<file path="config.mk">
export PLATFORM = sky130hd
export DESIGN_NAME = uart_frame_receiver
export DESIGN_NICKNAME = d
export VERILOG_FILES = /design/src/sv/uafr_pkg.sv /design/src/sv/uart_frame_receiver.sv
export SDC_FILE = /design/constraint.sdc
export NUM_CORES = 2
export LEC_CHECK = 0
export BUFFER_PORTS_ARGS = -buffer_cell sky130_fd_sc_hd__clkbuf_2
export CAP_MARGIN = 25
export CORE_ASPECT_RATIO = 1.4
export CORE_MARGIN = 2
export CORE_UTILIZATION = 31
export DETAILED_ROUTE_END_ITERATION = 12
export SKIP_CTS_REPAIR_TIMING = 1
export SYNTH_ARGS = -nofsm -noshare
export SYNTH_HDL_FRONTEND = slang
export SYNTH_SLANG_ARGS = --single-unit
</file>
<file path="constraint.sdc">
create_clock -name i_clk -period 6 [get_ports i_clk]
set_input_delay 0 -clock i_clk [delete_from_list [all_inputs] [get_ports i_clk]]
set_output_delay 0 -clock i_clk [all_outputs]
set_load 0.01 [all_outputs]
</file>
<file path="src/sv/uafr_pkg.sv">
`default_nettype none

package uafr_pkg;

    localparam int BUFFER_DEPTH_DEFAULT = 256;

    localparam logic [7:0] CHAR_CR     = 8'h0d;
    localparam logic [7:0] CHAR_LF     = 8'h0a;
    localparam logic [7:0] CHAR_DOLLAR = 8'h24;
    localparam logic [7:0] CHAR_AMP    = 8'h26;

    localparam logic [7:0] MAX_LENGTH_RESET = 8'd200;
    localparam logic       FRAME_MODE_RESET = 1'b1;

    localparam logic REG_FRAME_MODE = 1'b0;
    localparam logic REG_MAX_LENGTH = 1'b1;

    localparam logic MODE_LINE   = 1'b0;
    localparam logic MODE_LENGTH = 1'b1;

    typedef enum logic [1:0] {
        OP_BYTE    = 2'd0,
        OP_READ    = 2'd1,
        OP_RELEASE = 2'd2,
        OP_NONE    = 2'd3
    } t_op;

    localparam logic [1:0] ST_IDLE     = 2'd0;
    localparam logic [1:0] ST_RECEIVE  = 2'd1;
    localparam logic [1:0] ST_CR_SEEN  = 2'd2;
    localparam logic [1:0] ST_COMPLETE = 2'd3;

    localparam logic [1:0] KIND_NONE    = 2'd0;
    localparam logic [1:0] KIND_DOLLAR  = 2'd1;
    localparam logic [1:0] KIND_COMMAND = 2'd2;

endpackage

`default_nettype wire

</file>
<file path="src/sv/uart_frame_receiver.sv">
// Frame receiver for bytes coming from a serial receiver.
// Input words arrive on the s_axis channel: tuser carries the operation
// (received byte, read a buffer entry, release a completed frame, none) and tdata
// carries the received byte and the read index. Every input word gives exactly
// one result word on the m_axis channel: status, received count, declared
// length, read byte and dropped flag in tdata, and the frame kind in tuser.
// A word is accepted every cycle while results keep draining; frame state and
// the buffer are updated at the accepting edge, so the next word sees them.
// The buffer read is registered, and each result passes through the s1
// register and then the output register before it appears on m_axis.
// Two result registers sit between the channels, so a word is still taken
// while an earlier result waits on m_axis; once both are full, s_axis_tready
// drops until m_axis_tready takes a result.
// The APB port sets frame_mode (address 0) and max_length (address 4); a
// write to frame_mode discards any frame in progress. Registers must be
// written only while the block is idle; the block does not enforce this.
// Reset clears the frame state and both result registers and loads the
// register defaults; the buffer contents are left undefined.
`default_nettype none

module uart_frame_receiver #(
    parameter int BUFFER_DEPTH = uafr_pkg::BUFFER_DEPTH_DEFAULT
) (
    input  wire logic        i_clk,
    input  wire logic        i_rst_n,
    input  wire logic        s_axis_tvalid,
    output logic             s_axis_tready,
    // [7:0] rx_byte, [15:8] read_index
    input  wire logic [15:0] s_axis_tdata,
    // [1:0] operation
    input  wire logic [1:0]  s_axis_tuser,
    output logic             m_axis_tvalid,
    input  wire logic        m_axis_tready,
    // [1:0] status, [9:2] received_count, [17:10] declared_length,
    // [25:18] read_byte, [26] dropped, [31:27] zero
    output logic [31:0]      m_axis_tdata,
    // [1:0] frame_kind
    output logic [1:0]       m_axis_tuser,
    input  wire logic        psel,
    input  wire logic        penable,
    input  wire logic        pwrite,
    input  wire logic [2:0]  paddr,
    input  wire logic [31:0] pwdata,
    output logic [31:0]      prdata,
    output logic             pready
);

    localparam int AW = (BUFFER_DEPTH > 1) ? $clog2(BUFFER_DEPTH) : 1;

    logic [7:0] r_mem [BUFFER_DEPTH];
    logic [7:0] r_mem_q;

    logic       r_mode;
    logic [7:0] r_max;

    logic [7:0] r_count;
    logic       r_open;
    logic       r_cr;
    logic       r_done;
    logic [7:0] r_len;
    logic [1:0] r_kind;

    logic [7:0] n_count;
    logic       n_open;
    logic       n_cr;
    logic       n_done;
    logic [7:0] n_len;
    logic [1:0] n_kind;
    logic       n_drop;
    logic       n_wr_en;
    logic [7:0] n_wr_pos;
    logic [1:0] n_status;

    logic       r_s1_valid;
    logic [1:0] r_s1_status;
    logic [1:0] r_s1_kind;
    logic [7:0] r_s1_count;
    logic [7:0] r_s1_len;
    logic       r_s1_drop;
    logic       r_s1_rd_en;

    logic        r_out_valid;
    logic [31:0] r_out_tdata;
    logic [1:0]  r_out_tuser;

    uafr_pkg::t_op op;
    logic [7:0]    rx_byte;
    logic [7:0]    read_index;
    logic [7:0]    cnt_inc;
    logic          accept;
    logic          s1_move;
    logic          cfg_wr;
    logic          rd_in_range;
    logic [7:0]    s1_read_byte;

    assign op         = uafr_pkg::t_op'(s_axis_tuser);
    assign rx_byte    = s_axis_tdata[7:0];
    assign read_index = s_axis_tdata[15:8];
    assign cnt_inc    = r_count + 8'd1;

    assign s1_move       = r_s1_valid && (!r_out_valid || m_axis_tready);
    assign s_axis_tready = !r_s1_valid || s1_move;
    assign accept        = s_axis_tvalid && s_axis_tready;

    assign cfg_wr = psel && penable && pwrite && pready;
    assign pready = 1'b1;
    assign prdata = (paddr[2] == uafr_pkg::REG_FRAME_MODE) ? {31'd0, r_mode}
                                                            : {24'd0, r_max};

    assign rd_in_range = (32'(read_index) < BUFFER_DEPTH);

    always_comb begin
        n_count  = r_count;
        n_open   = r_open;
        n_cr     = r_cr;
        n_done   = r_done;
        n_len    = r_len;
        n_kind   = r_kind;
        n_drop   = 1'b0;
        n_wr_en  = 1'b0;
        n_wr_pos = r_count;
        unique case (op)
            uafr_pkg::OP_BYTE: begin
                if (r_mode == uafr_pkg::MODE_LINE) begin
                    if (!r_done) begin
                        if (r_cr) begin
                            if (rx_byte != uafr_pkg::CHAR_LF) begin
                                n_count = 8'd0;
                                n_open  = 1'b0;
                                n_cr    = 1'b0;
                                n_len   = 8'd0;
                                n_kind  = uafr_pkg::KIND_NONE;
                                n_drop  = 1'b1;
                            end else begin
                                n_wr_en = 1'b1;
                                n_done  = 1'b1;
                            end
                        end else begin
                            n_wr_en = 1'b1;
                            n_open  = 1'b1;
                            n_count = cnt_inc;
                            if (rx_byte == uafr_pkg::CHAR_CR) begin
                                n_cr = 1'b1;
                            end else if (cnt_inc >= r_max) begin
                                n_count = 8'd0;
                                n_open  = 1'b0;
                                n_len   = 8'd0;
                                n_kind  = uafr_pkg::KIND_NONE;
                                n_drop  = 1'b1;
                            end
                        end
                    end
                end else begin
                    if (!r_open) begin
                        if (rx_byte == uafr_pkg::CHAR_DOLLAR ||
                            rx_byte == uafr_pkg::CHAR_AMP) begin
                            n_wr_en  = 1'b1;
                            n_wr_pos = 8'd0;
                            n_open   = 1'b1;
                            n_count  = 8'd1;
                            n_cr     = 1'b0;
                            n_done   = 1'b0;
                            n_len    = 8'd0;
                            n_kind   = (rx_byte == uafr_pkg::CHAR_DOLLAR) ?
                                       uafr_pkg::KIND_DOLLAR : uafr_pkg::KIND_COMMAND;
                        end
                    end else if (!r_done) begin
                        if (r_count >= r_max) begin
                            n_count = 8'd0;
                            n_open  = 1'b0;
                            n_cr    = 1'b0;
                            n_len   = 8'd0;
                            n_kind  = uafr_pkg::KIND_NONE;
                            n_drop  = 1'b1;
                        end else begin
                            n_wr_en = 1'b1;
                            if (r_count == 8'd1) begin
                                n_len = rx_byte;
                            end
                            n_count = cnt_inc;
                            if ({1'b0, cnt_inc} == ({1'b0, n_len} + 9'd2)) begin
                                n_done = 1'b1;
                            end
                        end
                    end
                end
            end
            uafr_pkg::OP_RELEASE: begin
                if (r_done) begin
                    n_count = 8'd0;
                    n_open  = 1'b0;
                    n_cr    = 1'b0;
                    n_done  = 1'b0;
                    n_len   = 8'd0;
                    n_kind  = uafr_pkg::KIND_NONE;
                end
            end
            uafr_pkg::OP_READ, uafr_pkg::OP_NONE: begin
            end
            default: begin
            end
        endcase

        priority if (n_done) begin
            n_status = uafr_pkg::ST_COMPLETE;
        end else if (n_cr) begin
            n_status = uafr_pkg::ST_CR_SEEN;
        end else if (n_open) begin
            n_status = uafr_pkg::ST_RECEIVE;
        end else begin
            n_status = uafr_pkg::ST_IDLE;
        end
    end

    always_ff @(posedge i_clk) begin
        if (accept && n_wr_en && (32'(n_wr_pos) < BUFFER_DEPTH)) begin
            r_mem[AW'(n_wr_pos)] <= rx_byte;
        end
        if (accept) begin
            r_mem_q <= r_mem[AW'(read_index)];
        end
    end

    always_ff @(posedge i_clk) begin
        if (!i_rst_n) begin
            r_mode  <= uafr_pkg::FRAME_MODE_RESET;
            r_max   <= uafr_pkg::MAX_LENGTH_RESET;
            r_count <= 8'd0;
            r_open  <= 1'b0;
            r_cr    <= 1'b0;
            r_done  <= 1'b0;
            r_len   <= 8'd0;
            r_kind  <= uafr_pkg::KIND_NONE;
        end else begin
            if (accept) begin
                r_count <= n_count;
                r_open  <= n_open;
                r_cr    <= n_cr;
                r_done  <= n_done;
                r_len   <= n_len;
                r_kind  <= n_kind;
            end
            if (cfg_wr && paddr[2] == uafr_pkg::REG_FRAME_MODE) begin
                r_mode  <= pwdata[0];
                r_count <= 8'd0;
                r_open  <= 1'b0;
                r_cr    <= 1'b0;
                r_done  <= 1'b0;
                r_len   <= 8'd0;
                r_kind  <= uafr_pkg::KIND_NONE;
            end
            if (cfg_wr && paddr[2] == uafr_pkg::REG_MAX_LENGTH) begin
                r_max <= pwdata[7:0];
            end
        end
    end

    always_ff @(posedge i_clk) begin
        if (!i_rst_n) begin
            r_s1_valid <= 1'b0;
        end else if (accept) begin
            r_s1_valid <= 1'b1;
        end else if (s1_move) begin
            r_s1_valid <= 1'b0;
        end
        if (accept) begin
            r_s1_status <= n_status;
            r_s1_kind   <= n_kind;
            r_s1_count  <= n_count;
            r_s1_len    <= n_len;
            r_s1_drop   <= n_drop;
            r_s1_rd_en  <= (op == uafr_pkg::OP_READ) && rd_in_range;
        end
    end

    assign s1_read_byte = r_s1_rd_en ? r_mem_q : 8'd0;

    always_ff @(posedge i_clk) begin
        if (!i_rst_n) begin
            r_out_valid <= 1'b0;
        end else if (s1_move) begin
            r_out_valid <= 1'b1;
        end else if (m_axis_tready) begin
            r_out_valid <= 1'b0;
        end
        if (s1_move) begin
            r_out_tdata <= {5'd0, r_s1_drop, s1_read_byte, r_s1_len,
                            r_s1_count, r_s1_status};
            r_out_tuser <= r_s1_kind;
        end
    end

    assign m_axis_tvalid = r_out_valid;
    assign m_axis_tdata  = r_out_tdata;
    assign m_axis_tuser  = r_out_tuser;

endmodule

`default_nettype wire

</file>
Word level (Yosys, flattened, before mapping)
Memories as Yosys holds them, arrays and structs flattened. A register that Yosys moved wholly into a read port is not among the register bits. Index checks and enable logic that the tools add are counted.

Eq/ne operators: 8. Bitwise operators: 2. Muxes and demuxes: 103. Reduce and logical (&&, ||, !) cells: 17. $lt $le $gt $ge: 2. Add/subtract/negate cells: 2.

Operators with widths (count): two-way mux 8 bit (33); two-way mux 1 bit (52); one-hot mux 8 bit (2 select lines) (2); two-way mux 2 bit (12); equality test 8 x 6 -> 1 bit (second input constant) (2); >= comparator 8 bit (2); adder 8 x 2 -> 9 bit (second input constant) (1); equality test 8 x 9 -> 1 bit (1); adder 8 x 1 -> 8 bit (second input constant) (1); equality test 8 x 1 -> 1 bit (second input constant) (1); equality test 8 x 4 -> 1 bit (second input constant) (1); != test 8 x 4 -> 1 bit (second input constant) (1); logical AND 1 bit (7); one-hot mux 1 bit (2 select lines) (3); one-hot mux 2 bit (2 select lines) (1); nonzero test 2 bit (2); OR reduction 2 bit (2); logical OR 1 bit (3); equality test 2 x 1 -> 1 bit (second input constant) (1); equality test 2 bit (second input constant) (1); logical NOT 1 bit (2); logical NOT 2 bit (1); NOT 1 bit (2).

Bits in writable memories: 2048. Register bits after elaboration: 83. Word-level logic and storage cells: 155. Memories: 1. Output and inout bits: 69. Input bits: 60.

Memory list: r_mem (depth 256, width 8, read ports 1, clocked after Yosys merged registers in 1, wr ports 1, RTL line uart_frame_receiver.sv:50) `logic [7:0] r_mem [BUFFER_DEPTH];`.

Logic depth before layout (Yosys ltp)
Depth in word-level cells: 16. Gate-level depth with buffers: 17. Mapped depth without buffers: 15.

Worst setup path before layout
Ideal clock, no wire load.

Kind: register to register. Start point: register r_count[0]. End point: memory r_mem[102][0] (enable). Cell stages (with the launch flop): 13. Setup slack: 2.508 ns. Buffers on the path: 2. Required time: 5.630 ns. Arrival: 3.122 ns. Cell sequence: dfxtp_1 -> clkbuf_1 -> inv_1 -> ha_1 -> nand2b_1 -> a211oi_1 -> o221ai_1 -> a21oi_1 -> o2111ai_1 -> nor3_2 -> nand2_1 -> buf_2 -> nor2_1.

Word-level cells in the longest chain between the ends: 9. Elaborated cells between the ends (all ways): 13. Those cells by class: 1 x order compare; 11 x mux; 1 x reduce/logical.

Ends and longest elaborated chain: from (decl) (RTL line uart_frame_receiver.sv:56) `logic [7:0] r_count;`; from (signal assigned) (RTL line uart_frame_receiver.sv:236) `r_count <= n_count;`; >= comparator 8 bit (RTL line uart_frame_receiver.sv:168) `if (r_count >= r_max) begin`; two-way mux 1 bit (RTL line uart_frame_receiver.sv:168); two-way mux 1 bit (RTL line uart_frame_receiver.sv:167) `end else if (!r_done) begin`; two-way mux 1 bit (RTL line uart_frame_receiver.sv:154) `if (!r_open) begin`; two-way mux 1 bit (RTL line uart_frame_receiver.sv:124) `if (r_mode == uafr_pkg::MODE_LINE) begin`; two-way mux 1 bit (RTL line uart_frame_receiver.sv:122) `unique case (op)`; logical AND 1 bit (RTL line uart_frame_receiver.sv:216) `if (accept && n_wr_en && (32'(n_wr_pos) < BUFFER_DEPTH)) begin`; two-way mux 1 bit (RTL line uart_frame_receiver.sv:216); two-way mux 1 bit (not written as such) (RTL line uart_frame_receiver.sv:217) `r_mem[AW'(n_wr_pos)] <= rx_byte;`; to (decl) (RTL line uart_frame_receiver.sv:50).

Several ways; a longest one is shown, not always the timed one.

Final worst setup path
Start point: register r_count[0]. End point: memory r_mem[67][5] (enable).

Same word-level chain as after synthesis.

==> summary.md <==
| Metric | Value |
|---|---|
| Initial antenna violation count | 11 |
| Crit. End Element | flip-flop |
| Psw | a little over 6 mW |
| Gate Count Post-Synth | ~3800 |
| Synth Cell Area | roughly 84000 um^2 |
| Clock group share of total power | 39.1% |
| Failing checks | hold timing |
| Routed vias | 39130 |
| Root Driver | clkbuf_16 |
| Clock latency on the worst-skew pair | between 0.8 and 0.9 ns |
| Setup violators final | 0 |
| Port Buffers | 72 |
| Area grow syn2layout | 12.87% |
| Num rows | approximately 230 |
| Starting density of the core | a little under a third |
| Combinational Power Share | 5.1% |
| Routed wire length | between 200000 and 250000 um |
| Seq pwr share | around 56% |
| Leak | roughly 29 nW |
| GR Util All Layers | roughly 15% |
| Vias in the first global route | around 40000 |
| IO Pins | about 130 |
| CTS tree | built |
| Grt ovf | 0 |
| IR drop worst, VDD | 0.0002141 V |
| RSZ-0062 raised after global routing | no |
| TritonCTS Buffers | around 180 |
| Status | complete, but fails checks |
| Crit path max fanout | 14 |
| Final Hold Viols | 3 |
| Clock transition at path regs | about 0.070 ns |
| Commonest non-fill, non-tap cell in the layout | edfxtp_1 |
| Setup TNS Final | 0 ns |
| WS Path Type | flip-flop to flip-flop |
| Chip Height | 620.9 um |
| Synth warn | 0 |
| Max Fclk | 206.8 MHz |
| Die area | 276100 um^2 |
| CP arrival | between 5 and 6 ns |
| Critical path's largest stage delay | roughly 0.7 ns |
| Tmin final | 4.835 ns |
| CP Cell Sequence | inv_1 -> ha_1 -> nand2b_1 -> a211oi_1 -> o221ai_1 -> a21oi_1 -> o2111ai_1 -> nor2_1 -> nand2_1 -> buf_4 -> nor2_1 |
| Period utilization | 80.58% |
| Sink Count | 2139 |
| Final net count | between 4000 and 5000 |
| Hold WS | -0.02399 ns |
| Max_slew headroom | a little over 30% |
| Worst Slack Setup Final | approximately 1.2 ns |
| Vias per inst | slightly above 5 |
| Post-synth EDFFs | approximately 2100 |
| Post-route DRC | 0 |
| Clk_skew | about 0.037 ns |
| Most used DFF post-synth | edfxtp_1 |
| Routability cong. | approximately 0.8 |
| DR WL/cell | approximately 27 um |
| Worst hold path class | input pin to flip-flop |
| Switch share | about a fifth |
| DP Worst Slack | between 1 and 1.5 ns |
| Antenna-violating nets left | 0 |
| Measured slew at the worst slew-check pin | 1.044 ns |
| Core footprint | roughly 270000 um^2 |
| Max Root-Sink Buffers | 4 |
| Largest net degree at the start of global routing | about 120 |
| Ys async rst share | 0% |
| Max-slew violations | 0 |
| Detailed Routing Iterations Pass 1 | 6 |
| Layout cells sized above 1 | about a quarter |
| Internal power | approximately 23 mW |
| Slowest CP cell | nor2_1 |
| Sequential fraction of the synthesis area | between 70% and 80% |
| First-pass GRT wire length | 297700 um |
| HPWL Detailed | about 130000 um |
| Most frequent CP cell | nor2_1 |
| FF+latch count, synth | about 2100 |
| Worst setup SP type | flip-flop |
| Initial drt markers | 3798 |
| Most frequent cells in the layout | edfxtp_1 (2107), mux4_2 (640), nor2_1 (303), clkbuf_16 (184), nand2_1 (87) |
| Distinct cells, synth | 69 |
| Die span in x | 444.6 um |
| Data required, critical path | 6.45 ns |
| Post-Syn Area per Cell | 21.90 um^2 |
| MaxCap Viol Count | 0 |
| Pwr dens | 310.0 nW/um^2 |
| H-tree Lvls | 4 |
==> state kept, by name (all words and copies together), names as in the netlist <==
name,flops
m_axis_tdata,27
r_max,8
r_len,8
r_open,1
r_s1_rd_en,1
r_kind,2
r_cr,1
r_s1_valid,1
r_done,1
m_axis_tuser,2
r_s1_len,8
m_axis_tvalid,1
r_s1_status,2
r_s1_count,8
r_mem,2048
r_count,8
r_s1_kind,2
r_mode,1
r_s1_drop,1
r_mem_q,8
==> final cells by class <==
class                           count  area, um^2
Tap cell                         3534        4422
Clock buffer                      210        4712
Inverter                           21       78.83
Clock inverter                    111       935.9
Timing Repair Buffer              213        1852
Sequential cell                  2139       63910
Antenna cell                        5       12.51
Fill cell                       24680      175500
Multi-Input combinational cell   1470       19180
==> routing by layer <==
| layer | global-route usage (%) | routed length, um | vias up |
|---|---|---|---|
| met1 | 17.74 | 77760 | 21060 |
| met2 | 27.29 | 112900 | 1320 |
| met5 | 0 | 48 | - |
| li1 | - | - | 16400 |
| met4 | 5.318 | 7712 | 6 |
| met3 | 1.860 | 10460 | 354 |
==> final timing paths <==
| check | start | to | slack [ns] | depth (start not counted) |
|---|---|---|---|---|
| worst min register to register | r_s1_count[2]$_DFFE_PP_ | m_axis_tdata[4]$_DFFE_PP_ | 0.42 | 0 |
| worst max-delay path | r_count[0]$_SDFFE_PP0P_ | r_mem[67][5]$_DFFE_PP_ | 1.17 | 11 |
| worst min-delay path | penable | r_done$_SDFFE_PP0P_ | -0.02 | 5 |
| worst max register to register | r_count[0]$_SDFFE_PP0P_ | r_mem[67][5]$_DFFE_PP_ | 1.17 | 11 |
==> critical path: cells and delay by family, from the launching register on <==
| kind | cells | cell delay (ns) |
|---|---|---|
| and+or+nand+nor | 4 | 1.76 |
| AOI/OAI and AO/OA | 4 | 1.04 |
| buffers and inverters | 2 | 0.70 |
| DFF | 1 | 0.62 |
| adders and majority gates | 1 | 0.32 |
==> power groups by stage <==
stage	Sequential, mW	Clock, mW	Combinational [mW]
floorplan	16.8	0	0.829
global placement	16.8	0	1.47
detailed placement	16.8	0	1.49
CTS	16.4	11.7	1.50
global route	16.4	12.2	1.57
finish	16.4	11.5	1.49
==> through the flow <==
stage / cell area [um^2] / power (mW) / util, % / cells / hold slack [ns]
final: 95100 / 29.48 / 35.14 / 7703 / -0.02399
after global placement: 88890 / 18.25 / 32.85 / 7326 / 0.2327
after detailed placement: 88940 / 18.27 / 32.87 / 7329 / 0.2434
after CTS: 94590 / 29.68 / 34.95 / 7650 / -0.6352
after global routing: 95090 / 30.22 / 35.14 / 7699 / 0.03466
after floorplan: 84370 / 17.60 / - / 3876 / 0.09887
==> Yosys cell counts, types with 4 or more instances <==
cell type  count  share of area [%]
o22ai_1        5              0.037
xnor2_1       11               0.11
a22oi_1       26               0.23
o31ai_1        4              0.036
nand2b_1       5              0.037
a22o_1         8              0.083
o21ai_0       22               0.13
nand2_1       87               0.39
and3_1         5              0.037
mux2i_1       56               0.67
ha_1          19               0.28
buf_4         42               0.37
nor2b_1       23               0.17
buf_1         25               0.11
a211oi_1      20               0.18
a31oi_1        9              0.067
xor2_1         4              0.042
nand3b_1       5              0.045
o211ai_1       9              0.080
nand4_1       13              0.097
nor3b_1        8              0.071
nor2_1       303                1.3
and2_1        18               0.13
a21oi_1       29               0.17
a21boi_0       6              0.053
a2bb2oi_1      4              0.042
a21o_1        11              0.098
nor3_1         8              0.048
a32oi_1        5              0.052
mux4_2       640                 17
buf_2         84               0.50
clkbuf_1      90               0.40
nand3_1       20               0.12
buf_6          5              0.067
o2111ai_1      4              0.042
dfxtp_1       32               0.76
a221oi_1       4              0.042
nor4b_1        8              0.083
inv_1         20              0.089
edfxtp_1    2107                 75
a221o_1        4              0.048
==> cell families after synthesis <==
kind of cell	synth area share [%]
and+or+nand+nor	2.732
other	0.008913
adders and majority gates	0.2821
AOI/OAI and AO/OA	1.573
muxes	17.80
DFF	75.85
xor gates and xnor gates	0.2108
buffers and inverters	1.546
Note: power is estimated with default switching activity, not from simulation.
